--- config.mk ---
export PLATFORM = sky130hd
export DESIGN_NAME = joystick_differential_drive_mixer_core_flat
export DESIGN_NICKNAME = d
export VERILOG_FILES = /design/src/rtl/jddm_pkg.sv /design/src/rtl/jddm_req_if.sv /design/src/rtl/jddm_rsp_if.sv /design/src/rtl/jddm_filter_unit.sv /design/src/rtl/joystick_differential_drive_mixer_core.sv /design/src/flat_wrapper.sv
export SDC_FILE = /design/constraint.sdc
export NUM_CORES = 2
export LEC_CHECK = 0
export ABC_AREA = 1
export BUFFER_PORTS_ARGS = -buffer_cell sky130_fd_sc_hd__buf_2
export CAP_MARGIN = 0
export CORE_MARGIN = 2
export CORE_UTILIZATION = 35
export CTS_CLUSTER_SIZE = 12
export DETAILED_ROUTE_END_ITERATION = 8
export GPL_ROUTABILITY_DRIVEN = 0
export GPL_TIMING_DRIVEN = 0
export PLACE_DENSITY = 0.61
export SLEW_MARGIN = 20
export SYNTH_ARGS = -nofsm -noshare
export SYNTH_HDL_FRONTEND = slang
export SYNTH_SLANG_ARGS = --single-unit
--- constraint.sdc ---
create_clock -name clock -period 25.2 [get_ports clock]
set_input_delay 1.26 -clock clock [delete_from_list [all_inputs] [get_ports clock]]
set_output_delay 1.26 -clock clock [all_outputs]
set_load 0.02 [all_outputs]
--- src/rtl/jddm_pkg.sv ---
package jddm_pkg;

   // Field widths fixed by the register map and the beat formats.
   localparam int STICK_W = 8;
   localparam int GAIN_W  = 12;
   localparam int ALPHA_W = 17;
   localparam int LIMIT_W = 19;
   localparam int PULSE_W = 19;
   localparam int VALUE_W = 21;
   localparam int CSR_DATA_W  = 19;
   localparam int CSR_INDEX_W = 3;

   // Register reset values.
   localparam logic [ALPHA_W-1:0] SMOOTHING_RESET     = 17'd13107;
   localparam logic [LIMIT_W-1:0] MAX_STEP_RESET      = 19'd3280;
   localparam logic [GAIN_W-1:0]  THROTTLE_GAIN_RESET = 12'd2400;
   localparam logic [GAIN_W-1:0]  STEER_GAIN_RESET    = 12'd1600;
   localparam logic [LIMIT_W-1:0] THROTTLE_CAP_RESET  = 19'd320000;
   localparam logic [LIMIT_W-1:0] STEER_CAP_RESET     = 19'd256000;
   localparam logic [LIMIT_W-1:0] LEFT_LIMIT_RESET    = 19'd320000;
   localparam logic [LIMIT_W-1:0] RIGHT_LIMIT_RESET   = 19'd256000;

   // Stick centre readings.
   localparam logic signed [STICK_W:0] Y_CENTRE = 9'sd128;
   localparam logic signed [STICK_W:0] X_CENTRE = 9'sd127;

   // Register indexes.
   typedef enum logic [CSR_INDEX_W-1:0] {
      CSR_SMOOTHING     = 3'd0,
      CSR_MAX_STEP      = 3'd1,
      CSR_THROTTLE_GAIN = 3'd2,
      CSR_STEER_GAIN    = 3'd3,
      CSR_THROTTLE_CAP  = 3'd4,
      CSR_STEER_CAP     = 3'd5,
      CSR_LEFT_LIMIT    = 3'd6,
      CSR_RIGHT_LIMIT   = 3'd7
   } csr_index_type;

   // Sequencer states.
   typedef enum logic [2:0] {
      ST_IDLE,
      ST_RAW_T,
      ST_FILT_T,
      ST_POST_T,
      ST_RAW_S,
      ST_FILT_S,
      ST_POST_S,
      ST_MIX
   } state_type;

   // Operations of the shared multiplier.
   typedef enum logic [1:0] {
      OP_HOLD,
      OP_RAW,
      OP_FILT
   } op_type;

   typedef struct packed {
      op_type op;
      logic   steer;
   } ctrl_type;

endpackage

--- src/rtl/jddm_req_if.sv ---
interface jddm_req_if;
   logic                         valid;
   logic                         ready;
   logic [jddm_pkg::STICK_W-1:0] stick_y;
   logic [jddm_pkg::STICK_W-1:0] stick_x;

   modport source (output valid, output stick_y, output stick_x, input ready);
   modport sink (input valid, input stick_y, input stick_x, output ready);
endinterface

--- src/rtl/jddm_rsp_if.sv ---
interface jddm_rsp_if;
   logic                         valid;
   logic                         ready;
   logic                         left_in1;
   logic                         left_in2;
   logic [jddm_pkg::PULSE_W-1:0] left_pulse;
   logic                         right_in1;
   logic                         right_in2;
   logic [jddm_pkg::PULSE_W-1:0] right_pulse;

   modport source (output valid, output left_in1, output left_in2, output left_pulse,
                   output right_in1, output right_in2, output right_pulse, input ready);
   modport sink (input valid, input left_in1, input left_in2, input left_pulse,
                 input right_in1, input right_in2, input right_pulse, output ready);
endinterface

--- src/rtl/jddm_filter_unit.sv ---
module jddm_filter_unit #(
   parameter int ALPHA_FRAC_BITS = 16
) (
   input  logic                                clock,
   input  jddm_pkg::ctrl_type                  ctrl,
   input  logic [jddm_pkg::STICK_W-1:0]        stick_y,
   input  logic [jddm_pkg::STICK_W-1:0]        stick_x,
   input  logic [jddm_pkg::GAIN_W-1:0]         throttle_gain,
   input  logic [jddm_pkg::GAIN_W-1:0]         steer_gain,
   input  logic [jddm_pkg::ALPHA_W-1:0]        smoothing_factor,
   input  logic [jddm_pkg::LIMIT_W-1:0]        max_step,
   input  logic [jddm_pkg::LIMIT_W-1:0]        throttle_cap,
   input  logic [jddm_pkg::LIMIT_W-1:0]        steer_cap,
   input  logic signed [jddm_pkg::VALUE_W-1:0] prev_throttle,
   input  logic signed [jddm_pkg::VALUE_W-1:0] prev_steer,
   output logic signed [jddm_pkg::VALUE_W-1:0] result
);

   localparam int VW = jddm_pkg::VALUE_W;
   localparam int DW = VW + 1;
   localparam int AW = ALPHA_FRAC_BITS + 1;
   localparam int CW = (AW > jddm_pkg::ALPHA_W) ? AW : jddm_pkg::ALPHA_W;
   localparam int MB = ((AW > jddm_pkg::GAIN_W) ? AW : jddm_pkg::GAIN_W) + 1;
   localparam int PW = DW + MB;
   localparam int SW = PW + 1;

   logic [CW-1:0]                     sf_ext;
   logic [CW-1:0]                     one_ext;
   logic [CW-1:0]                     a_sat;
   logic signed [VW-1:0]              prev;
   logic [jddm_pkg::LIMIT_W-1:0]      cap;
   logic signed [jddm_pkg::STICK_W:0] offs;
   logic [jddm_pkg::GAIN_W-1:0]       gain;
   logic signed [DW-1:0]              op_a;
   logic signed [MB-1:0]              op_b;
   logic signed [PW-1:0]              prod;
   logic signed [PW-1:0]              prod_in;
   logic signed [PW-1:0]              prod_ff;
   logic signed [SW-1:0]              sum;
   logic signed [SW-1:0]              shr;
   logic                              round_up;
   logic signed [DW-1:0]              filt;
   logic signed [DW-1:0]              delta;
   logic signed [DW-1:0]              step;
   logic signed [DW-1:0]              delta_cl;
   logic signed [DW-1:0]              slewed;
   logic signed [DW-1:0]              cap_s;

   // Weight of the new sample, saturated to one.
   assign sf_ext  = CW'(smoothing_factor);
   assign one_ext = CW'(1) << ALPHA_FRAC_BITS;
   assign a_sat   = (sf_ext > one_ext) ? one_ext : sf_ext;

   // Channel selection: throttle or steer.
   always_comb begin
      prev = ctrl.steer ? prev_steer : prev_throttle;
      cap  = ctrl.steer ? steer_cap : throttle_cap;
      gain = ctrl.steer ? steer_gain : throttle_gain;
      if (ctrl.steer) begin
         offs = jddm_pkg::X_CENTRE - $signed({1'b0, stick_x});
      end else begin
         offs = jddm_pkg::Y_CENTRE - $signed({1'b0, stick_y});
      end
   end

   // Shared multiplier: stick offset times gain, or weight times (raw - prev).
   always_comb begin
      case (ctrl.op)
         jddm_pkg::OP_RAW: begin
            op_a = DW'(offs);
            op_b = $signed(MB'(gain));
         end
         jddm_pkg::OP_FILT: begin
            op_a = DW'($signed(prod_ff[VW-1:0])) - DW'(prev);
            op_b = $signed(MB'(a_sat[AW-1:0]));
         end
         default: begin
            op_a = '0;
            op_b = '0;
         end
      endcase
      prod    = op_a * op_b;
      prod_in = (ctrl.op == jddm_pkg::OP_HOLD) ? prod_ff : prod;
   end

   always_ff @(posedge clock) begin
      prod_ff <= prod_in;
   end

   // Blend, truncated toward zero, then slew limit and upper cap.
   always_comb begin
      sum      = (SW'(prev) <<< ALPHA_FRAC_BITS) + SW'(prod_ff);
      shr      = sum >>> ALPHA_FRAC_BITS;
      round_up = sum[SW-1] && (|sum[ALPHA_FRAC_BITS-1:0]);
      filt     = DW'(shr) + DW'(round_up);
      delta    = filt - DW'(prev);
      step     = $signed(DW'(max_step));
      if (delta > step) begin
         delta_cl = step;
      end else if (delta < -step) begin
         delta_cl = -step;
      end else begin
         delta_cl = delta;
      end
      slewed = DW'(prev) + delta_cl;
      cap_s  = $signed(DW'(cap));
      if (slewed > cap_s) begin
         result = cap_s[VW-1:0];
      end else begin
         result = slewed[VW-1:0];
      end
   end

endmodule

--- src/rtl/joystick_differential_drive_mixer_core.sv ---
// Arcade-drive mixer for a two-motor differential drive.
// The req channel carries one beat per control tick with two stick readings.
// The rsp channel returns one beat per request: direction pin levels and the
// PWM pulse width of the left and right motors.
// The csr port writes one of eight registers at each clock edge with csr_we
// high; the user must make writes only while no request is in flight, which
// the block itself does not enforce. A request passes from acceptance to the
// response register through one shared multiplier used four times (two gain
// products, two filter products), with a filter/slew/cap step after each
// filter product and a final mixing step. The next request is taken in the
// cycle after the response is loaded, so one request is worked on at a time.
// The response register holds its beat while rsp is stalled; a new request
// may be accepted meanwhile and then waits in its mixing step until the
// held beat is taken.
// Reset restores the register defaults and clears the stored throttle and
// steer values and all handshake state.
module joystick_differential_drive_mixer_core #(
   parameter int ALPHA_FRAC_BITS = 16
) (
   input  logic                                  clock,
   input  logic                                  reset,
   jddm_req_if.sink                              req_bus,
   jddm_rsp_if.source                            rsp_bus,
   input  logic                                  csr_we,
   input  logic [jddm_pkg::CSR_INDEX_W-1:0]      csr_index,
   input  logic [jddm_pkg::CSR_DATA_W-1:0]       csr_wdata
);

   localparam int VW = jddm_pkg::VALUE_W;
   localparam int DW = VW + 1;

   jddm_pkg::state_type state_ff, state_in;
   jddm_pkg::ctrl_type  ctrl;

   logic [jddm_pkg::ALPHA_W-1:0] smoothing_ff, smoothing_in;
   logic [jddm_pkg::LIMIT_W-1:0] max_step_ff, max_step_in;
   logic [jddm_pkg::GAIN_W-1:0]  throttle_gain_ff, throttle_gain_in;
   logic [jddm_pkg::GAIN_W-1:0]  steer_gain_ff, steer_gain_in;
   logic [jddm_pkg::LIMIT_W-1:0] throttle_cap_ff, throttle_cap_in;
   logic [jddm_pkg::LIMIT_W-1:0] steer_cap_ff, steer_cap_in;
   logic [jddm_pkg::LIMIT_W-1:0] left_limit_ff, left_limit_in;
   logic [jddm_pkg::LIMIT_W-1:0] right_limit_ff, right_limit_in;

   logic [jddm_pkg::STICK_W-1:0] stick_y_ff, stick_y_in;
   logic [jddm_pkg::STICK_W-1:0] stick_x_ff, stick_x_in;
   logic signed [VW-1:0]         last_t_ff, last_t_in;
   logic signed [VW-1:0]         last_s_ff, last_s_in;
   logic signed [VW-1:0]         unit_result;

   logic                         rsp_valid_ff, rsp_valid_in;
   logic                         left_pos_ff, left_pos_in;
   logic                         right_pos_ff, right_pos_in;
   logic [jddm_pkg::PULSE_W-1:0] left_pulse_ff, left_pulse_in;
   logic [jddm_pkg::PULSE_W-1:0] right_pulse_ff, right_pulse_in;

   logic                         accept;
   logic                         out_free;
   logic                         load_out;
   logic                         store_t;
   logic                         store_s;

   logic signed [DW-1:0]         left_raw, right_raw;
   logic signed [DW-1:0]         left_lim, right_lim;
   logic signed [DW-1:0]         left_v, right_v;
   logic signed [DW-1:0]         left_abs, right_abs;

   // Shared arithmetic unit.
   jddm_filter_unit #(
      .ALPHA_FRAC_BITS (ALPHA_FRAC_BITS)
   ) u_filter (
      .clock            (clock),
      .ctrl             (ctrl),
      .stick_y          (stick_y_ff),
      .stick_x          (stick_x_ff),
      .throttle_gain    (throttle_gain_ff),
      .steer_gain       (steer_gain_ff),
      .smoothing_factor (smoothing_ff),
      .max_step         (max_step_ff),
      .throttle_cap     (throttle_cap_ff),
      .steer_cap        (steer_cap_ff),
      .prev_throttle    (last_t_ff),
      .prev_steer       (last_s_ff),
      .result           (unit_result)
   );

   assign out_free = !rsp_valid_ff || rsp_bus.ready;
   assign accept   = req_bus.valid && req_bus.ready;

   // Next state of the sequencer.
   always_comb begin
      state_in = state_ff;
      unique case (state_ff)
         jddm_pkg::ST_IDLE:   if (req_bus.valid) state_in = jddm_pkg::ST_RAW_T;
         jddm_pkg::ST_RAW_T:  state_in = jddm_pkg::ST_FILT_T;
         jddm_pkg::ST_FILT_T: state_in = jddm_pkg::ST_POST_T;
         jddm_pkg::ST_POST_T: state_in = jddm_pkg::ST_RAW_S;
         jddm_pkg::ST_RAW_S:  state_in = jddm_pkg::ST_FILT_S;
         jddm_pkg::ST_FILT_S: state_in = jddm_pkg::ST_POST_S;
         jddm_pkg::ST_POST_S: state_in = jddm_pkg::ST_MIX;
         jddm_pkg::ST_MIX:    if (out_free) state_in = jddm_pkg::ST_IDLE;
         default:             state_in = jddm_pkg::ST_IDLE;
      endcase
   end

   // Sequencer outputs.
   always_comb begin
      ctrl.op       = jddm_pkg::OP_HOLD;
      ctrl.steer    = 1'b0;
      req_bus.ready = 1'b0;
      store_t       = 1'b0;
      store_s       = 1'b0;
      load_out      = 1'b0;
      unique case (state_ff)
         jddm_pkg::ST_IDLE:   req_bus.ready = !reset;
         jddm_pkg::ST_RAW_T:  ctrl.op = jddm_pkg::OP_RAW;
         jddm_pkg::ST_FILT_T: ctrl.op = jddm_pkg::OP_FILT;
         jddm_pkg::ST_POST_T: store_t = 1'b1;
         jddm_pkg::ST_RAW_S: begin
            ctrl.op    = jddm_pkg::OP_RAW;
            ctrl.steer = 1'b1;
         end
         jddm_pkg::ST_FILT_S: begin
            ctrl.op    = jddm_pkg::OP_FILT;
            ctrl.steer = 1'b1;
         end
         jddm_pkg::ST_POST_S: begin
            ctrl.steer = 1'b1;
            store_s    = 1'b1;
         end
         jddm_pkg::ST_MIX:    load_out = out_free;
         default:             ctrl.op = jddm_pkg::OP_HOLD;
      endcase
   end

   // Register writes.
   always_comb begin
      smoothing_in     = smoothing_ff;
      max_step_in      = max_step_ff;
      throttle_gain_in = throttle_gain_ff;
      steer_gain_in    = steer_gain_ff;
      throttle_cap_in  = throttle_cap_ff;
      steer_cap_in     = steer_cap_ff;
      left_limit_in    = left_limit_ff;
      right_limit_in   = right_limit_ff;
      if (csr_we) begin
         unique case (jddm_pkg::csr_index_type'(csr_index))
            jddm_pkg::CSR_SMOOTHING:     smoothing_in     = csr_wdata[jddm_pkg::ALPHA_W-1:0];
            jddm_pkg::CSR_MAX_STEP:      max_step_in      = csr_wdata;
            jddm_pkg::CSR_THROTTLE_GAIN: throttle_gain_in = csr_wdata[jddm_pkg::GAIN_W-1:0];
            jddm_pkg::CSR_STEER_GAIN:    steer_gain_in    = csr_wdata[jddm_pkg::GAIN_W-1:0];
            jddm_pkg::CSR_THROTTLE_CAP:  throttle_cap_in  = csr_wdata;
            jddm_pkg::CSR_STEER_CAP:     steer_cap_in     = csr_wdata;
            jddm_pkg::CSR_LEFT_LIMIT:    left_limit_in    = csr_wdata;
            jddm_pkg::CSR_RIGHT_LIMIT:   right_limit_in   = csr_wdata;
            default:                     right_limit_in   = right_limit_ff;
         endcase
      end
   end

   // Mixing, symmetric clamps and magnitudes.
   always_comb begin
      left_raw  = DW'(last_t_ff) + DW'(last_s_ff);
      right_raw = DW'(last_t_ff) - DW'(last_s_ff);
      left_lim  = $signed(DW'(left_limit_ff));
      right_lim = $signed(DW'(right_limit_ff));
      if (left_raw > left_lim) begin
         left_v = left_lim;
      end else if (left_raw < -left_lim) begin
         left_v = -left_lim;
      end else begin
         left_v = left_raw;
      end
      if (right_raw > right_lim) begin
         right_v = right_lim;
      end else if (right_raw < -right_lim) begin
         right_v = -right_lim;
      end else begin
         right_v = right_raw;
      end
      left_abs       = left_v[DW-1] ? -left_v : left_v;
      right_abs      = right_v[DW-1] ? -right_v : right_v;
      left_pulse_in  = load_out ? left_abs[jddm_pkg::PULSE_W-1:0] : left_pulse_ff;
      right_pulse_in = load_out ? right_abs[jddm_pkg::PULSE_W-1:0] : right_pulse_ff;
      left_pos_in    = load_out ? (left_v > DW'(0)) : left_pos_ff;
      right_pos_in   = load_out ? (right_v > DW'(0)) : right_pos_ff;
   end

   // Captured stick readings, stored state and response valid.
   always_comb begin
      stick_y_in   = accept ? req_bus.stick_y : stick_y_ff;
      stick_x_in   = accept ? req_bus.stick_x : stick_x_ff;
      last_t_in    = store_t ? unit_result : last_t_ff;
      last_s_in    = store_s ? unit_result : last_s_ff;
      rsp_valid_in = load_out || (rsp_valid_ff && !rsp_bus.ready);
   end

   // Control state and registers with reset values.
   always_ff @(posedge clock) begin
      if (reset) begin
         state_ff         <= jddm_pkg::ST_IDLE;
         rsp_valid_ff     <= 1'b0;
         last_t_ff        <= '0;
         last_s_ff        <= '0;
         smoothing_ff     <= jddm_pkg::SMOOTHING_RESET;
         max_step_ff      <= jddm_pkg::MAX_STEP_RESET;
         throttle_gain_ff <= jddm_pkg::THROTTLE_GAIN_RESET;
         steer_gain_ff    <= jddm_pkg::STEER_GAIN_RESET;
         throttle_cap_ff  <= jddm_pkg::THROTTLE_CAP_RESET;
         steer_cap_ff     <= jddm_pkg::STEER_CAP_RESET;
         left_limit_ff    <= jddm_pkg::LEFT_LIMIT_RESET;
         right_limit_ff   <= jddm_pkg::RIGHT_LIMIT_RESET;
      end else begin
         state_ff         <= state_in;
         rsp_valid_ff     <= rsp_valid_in;
         last_t_ff        <= last_t_in;
         last_s_ff        <= last_s_in;
         smoothing_ff     <= smoothing_in;
         max_step_ff      <= max_step_in;
         throttle_gain_ff <= throttle_gain_in;
         steer_gain_ff    <= steer_gain_in;
         throttle_cap_ff  <= throttle_cap_in;
         steer_cap_ff     <= steer_cap_in;
         left_limit_ff    <= left_limit_in;
         right_limit_ff   <= right_limit_in;
      end
   end

   // Payload registers.
   always_ff @(posedge clock) begin
      stick_y_ff     <= stick_y_in;
      stick_x_ff     <= stick_x_in;
      left_pos_ff    <= left_pos_in;
      right_pos_ff   <= right_pos_in;
      left_pulse_ff  <= left_pulse_in;
      right_pulse_ff <= right_pulse_in;
   end

   // Response beat.
   assign rsp_bus.valid       = rsp_valid_ff;
   assign rsp_bus.left_in1    = !left_pos_ff;
   assign rsp_bus.left_in2    = left_pos_ff;
   assign rsp_bus.left_pulse  = left_pulse_ff;
   assign rsp_bus.right_in1   = right_pos_ff;
   assign rsp_bus.right_in2   = !right_pos_ff;
   assign rsp_bus.right_pulse = right_pulse_ff;

endmodule

--- src/flat_wrapper.sv ---
// flat-port wrapper written by rule: the top's interface ports become plain ports
module joystick_differential_drive_mixer_core_flat 
#(
   parameter int ALPHA_FRAC_BITS = 16
)
  (clock, reset, csr_we, csr_index, csr_wdata, req_bus_valid, req_bus_stick_y, req_bus_stick_x, req_bus_ready, rsp_bus_valid, rsp_bus_left_in1, rsp_bus_left_in2, rsp_bus_left_pulse, rsp_bus_right_in1, rsp_bus_right_in2, rsp_bus_right_pulse, rsp_bus_ready);
  jddm_req_if req_bus_i ();
  jddm_rsp_if rsp_bus_i ();
  input  logic clock;
  input  logic reset;
  input  logic csr_we;
  input  logic [jddm_pkg::CSR_INDEX_W-1:0] csr_index;
  input  logic [jddm_pkg::CSR_DATA_W-1:0] csr_wdata;
  input wire logic [$bits(req_bus_i.valid)-1:0] req_bus_valid;
  input wire logic [$bits(req_bus_i.stick_y)-1:0] req_bus_stick_y;
  input wire logic [$bits(req_bus_i.stick_x)-1:0] req_bus_stick_x;
  output wire logic [$bits(req_bus_i.ready)-1:0] req_bus_ready;
  output wire logic [$bits(rsp_bus_i.valid)-1:0] rsp_bus_valid;
  output wire logic [$bits(rsp_bus_i.left_in1)-1:0] rsp_bus_left_in1;
  output wire logic [$bits(rsp_bus_i.left_in2)-1:0] rsp_bus_left_in2;
  output wire logic [$bits(rsp_bus_i.left_pulse)-1:0] rsp_bus_left_pulse;
  output wire logic [$bits(rsp_bus_i.right_in1)-1:0] rsp_bus_right_in1;
  output wire logic [$bits(rsp_bus_i.right_in2)-1:0] rsp_bus_right_in2;
  output wire logic [$bits(rsp_bus_i.right_pulse)-1:0] rsp_bus_right_pulse;
  input wire logic [$bits(rsp_bus_i.ready)-1:0] rsp_bus_ready;
  assign req_bus_i.valid = req_bus_valid;
  assign req_bus_i.stick_y = req_bus_stick_y;
  assign req_bus_i.stick_x = req_bus_stick_x;
  assign req_bus_ready = req_bus_i.ready;
  assign rsp_bus_valid = rsp_bus_i.valid;
  assign rsp_bus_left_in1 = rsp_bus_i.left_in1;
  assign rsp_bus_left_in2 = rsp_bus_i.left_in2;
  assign rsp_bus_left_pulse = rsp_bus_i.left_pulse;
  assign rsp_bus_right_in1 = rsp_bus_i.right_in1;
  assign rsp_bus_right_in2 = rsp_bus_i.right_in2;
  assign rsp_bus_right_pulse = rsp_bus_i.right_pulse;
  assign rsp_bus_i.ready = rsp_bus_ready;
  joystick_differential_drive_mixer_core #(.ALPHA_FRAC_BITS(ALPHA_FRAC_BITS)) u_core (.clock(clock), .reset(reset), .req_bus(req_bus_i), .rsp_bus(rsp_bus_i), .csr_we(csr_we), .csr_index(csr_index), .csr_wdata(csr_wdata));
endmodule
==> metrics.md <==
| Metric | Value |
|---|---|
| Status | finished, final reports clean |
| Final setup violation count | 0 |
| Most common flop cell mapped by yosys | dfxtp_1 |
| CTS hold repair buffers | 0 |
| Hold depth | 2 |
| CP Data Required Time | 25.68 ns |
| Post-Synthesis Cells | approximately 5100 |
| Post-CTS Setup Inserts | 0 |
| Post-synthesis compound-gate area fraction | 12.37% |
| Post-route ant nets | 0 |
| Met2 Resource Use GR | between 30% and 40% |
| Placed Area | slightly above 40000 sq um |
| R2R cell count | 71 |
| Top-count cell post-synth | nand2_1 |
| Die Y | approximately 330 um |
| Root buffer cell | clkbuf_16 |
| Final period util | between 50% and 60% |
| Fin util | about two fifths |
| Max clock buf depth | 3 |
| Commonest cells post-synth | nand2_1, inv_1, nor2_1 |
| Max H-tree Level | 2 |
| Area Overhead vs Synth | 9.462% |
| Synth top area cells | fa_1, ha_1, nand2_1 |
| Post-layout min period | between 10 and 15 ns |
| Total grt overflow | 0 |
| CP peak stage delay | 0.49 ns |
| CTS sink count | about 280 |
| First-pass GRT wire length | 184200 um |
| Layer with the highest usage | met2 |
| Worst slew pin tran | ~1.2 ns |
| Adder-Cell Fraction of Synth Area | between 30% and 40% |
| Global Route Usage Sum | 21.15% |
| Net Count, Synth | ~6000 |
| Worst path slowest cell | clkbuf_1 |
| Synthesized area per cell | roughly 7.4 sq um |
| Core Footprint | between 100000 and 150000 sq um |
| Initial antenna violation count | 7 |
| Clock Pin Slew Worst Setup and Hold Paths | roughly 0.060 ns |
| Max Cap Viol | 0 |
| WL per Instance | ~18 um |
| I/O pin total | 87 |
| Sequential area share after synthesis | 17.19% |
| RSZ-0062 raised after global routing | false |
| Vias after detailed routing | between 30000 and 40000 |
| Design area | between 40000 and 50000 sq um |
| Slew margin rel. | between 10% and 20% |
| Routed wire length | 119300 um |
| CTS buffer count | 37 |
| Layout cells sized above 1 | between 6 and 7% |
| Buf/Inv on CP | 11 |
| Async SR Flop Fraction | 0% |
| Hold WC Path Type | reg2reg |
| CP Max Fanout | 10 |
| CP Capture Type | flop |
| Rows | 120 |
| # resized after CTS | 0 |
| Die ar. | around 110000 sq um |
| Area share of and/or/nand/nor cells after synthesis | a little over a fifth |
| Initial Utilization | 35.36% |
| Crit-path leading delay family | simple AND/OR/NAND/NOR gates |
| Met3 Use GR | 2.518% |
| Net count, final | roughly 6100 |
| GR met1 Demand/Resource | a little over a quarter |
| Yosys cell types | 60 |
| Drt first pass iters | 7 |
| TNS Setup | 0 ns |
| DR vias/cell | between 5 and 6 |
| Post-synth EDFFs | 96 |
| Main combinational cell family by area after synthesis | adder cells |
| DIE WIDTH | between 300 and 400 um |
| Critical path depth in cells | slightly above 70 |
| TritonCTS clock tree | built |
| Xor/xnor share of the synthesized area | 4.492% |
| Layout Skew | ~0.021 ns |
| Largest net degree at the start of global routing | 37 |
| CP arrival | around 15 ns |
| Vias in the first global route | between 30000 and 40000 |
| Dpl hpwl | around 100000 um |
| Critical path launch point type | flop |
| Cell Area, Synth | ~38000 sq um |
| Cell taking the most area after synthesis | fa_1 |
| CP Class | reg2reg |
| Mux cell area share after synthesis | 0% |
| Port Buffer Count | 80 |
| Final Hold Vio Count | 0 |
| DR iter-0 viols | ~2300 |
| Flip-flop and latch count after synthesis | 278 |
| Ys Warns | 0 |
| Latest clock arrival within the worst-skew pair | 0.58 ns |
| Slew Viols, Final | 0 |
| Fill count | about 11000 |
| DRC | 0 |
| Area share of the largest cell type after synthesis | 19.88% |
| Critical Path Most Common Cell | nand2_1 |
| Max Fclk | roughly 70 MHz |
==> path summary, 6_finish.rpt <==
kind | slack (ns) | endpoint | startpoint
worst max-delay path | 10.76 | u_core.last_s_ff[18] | u_core.state_ff[0]
worst min-delay path | 0.45 | u_core.steer_gain_ff[3] | u_core.steer_gain_ff[3]
worst max register to register | 10.76 | u_core.last_s_ff[18] | u_core.state_ff[0]
worst min register to register | 0.45 | u_core.steer_gain_ff[3] | u_core.steer_gain_ff[3]
==> cell type report <==
type                    instances  area [sq um]  area share (%)
multi-input cells            3766         27240           65.56
flip-flops and latches        278          6526           15.70
inverters                     933          3505           8.433
well taps                    1403          1755           4.224
clock buffers                  48          1040           2.502
plain buffers                 156         721.9           1.737
repair buffers                 88         490.5           1.180
clock inverters                19         271.5          0.6533
diodes                          1         2.502        0.006022
==> state kept, by name, indices dropped and copies added (netlist names), 17 cells and up <==
signal / count
u_core.u_filter.prod_ff: 40
u_core.right_limit_ff: 19
u_core.left_limit_ff: 19
u_core.steer_cap_ff: 19
u_core.rsp_bus.left_pulse: 19
u_core.max_step_ff: 19
u_core.smoothing_ff: 17
u_core.last_t_ff: 21
u_core.rsp_bus.right_pulse: 19
u_core.throttle_cap_ff: 19
u_core.last_s_ff: 21
==> placed cells by master (no fill, tap or decap), types with 18 or more instances in the layout <==
cell | netlist | layout
ha_1 | 398 | 398
o21ai_1 | 20 | 22
clkbuf_16 | 0 | 39
buf_2 | 20 | 101
nand2_2 | 24 | 24
o21ai_0 | 298 | 296
o211ai_1 | 45 | 45
or2_2 | 26 | 26
inv_1 | 897 | 896
nand2_1 | 1084 | 1084
nand4_1 | 50 | 50
clkbuf_1 | 113 | 119
nor3_1 | 39 | 36
nor2_2 | 18 | 18
a21oi_1 | 359 | 358
dfxtp_1 | 182 | 182
edfxtp_1 | 96 | 96
nor4_1 | 25 | 24
xnor2_1 | 49 | 49
nand3_1 | 222 | 222
nor2_1 | 422 | 422
fa_1 | 377 | 377
nand3_2 | 18 | 18
a31oi_1 | 20 | 20
xor2_1 | 142 | 142
inv_2 | 24 | 25
==> worst register-to-register path, delay by kind of cell (launching register included) <==
family	cells	cell delay, ns
AO/OA/AOI/OAI	17	3.65
XOR/XNOR	2	0.43
adder cells (fa/ha/maj)	8	2.22
buffers and inverters	11	3.04
flip-flops	1	0.33
AND/OR/NAND/NOR	33	4.71
==> kinds of logic after synthesis <==
family | after synthesis
AOI/OAI and AO/OA | 845
xor gates and xnor gates | 193
adders and majority gates | 775
buffers and inverters | 1089
DFF | 278
and+or+nand+nor | 1953
==> metal layers <==
layer	vias to the layer above	routed length (um)
met4	0	5267
met1	16130	49840
li1	16620	-
met3	229	6915
met5	-	0
met2	1051	57230
==> stage by stage <==
stage	hold slack [ns]	worst slack, ns	std cells
final	0.4475	10.76	6692
after global routing	0.4699	9.812	6691
after CTS	0.4476	10.86	6691
after detailed placement	0.4369	10.89	6624
after global placement	0.4299	10.66	6616
after floorplan	0.4214	14.83	5133
Power is left out: the tool's default activity adds up to more than one toggle a clock period on the data nets, which glitch-free logic cannot reach.
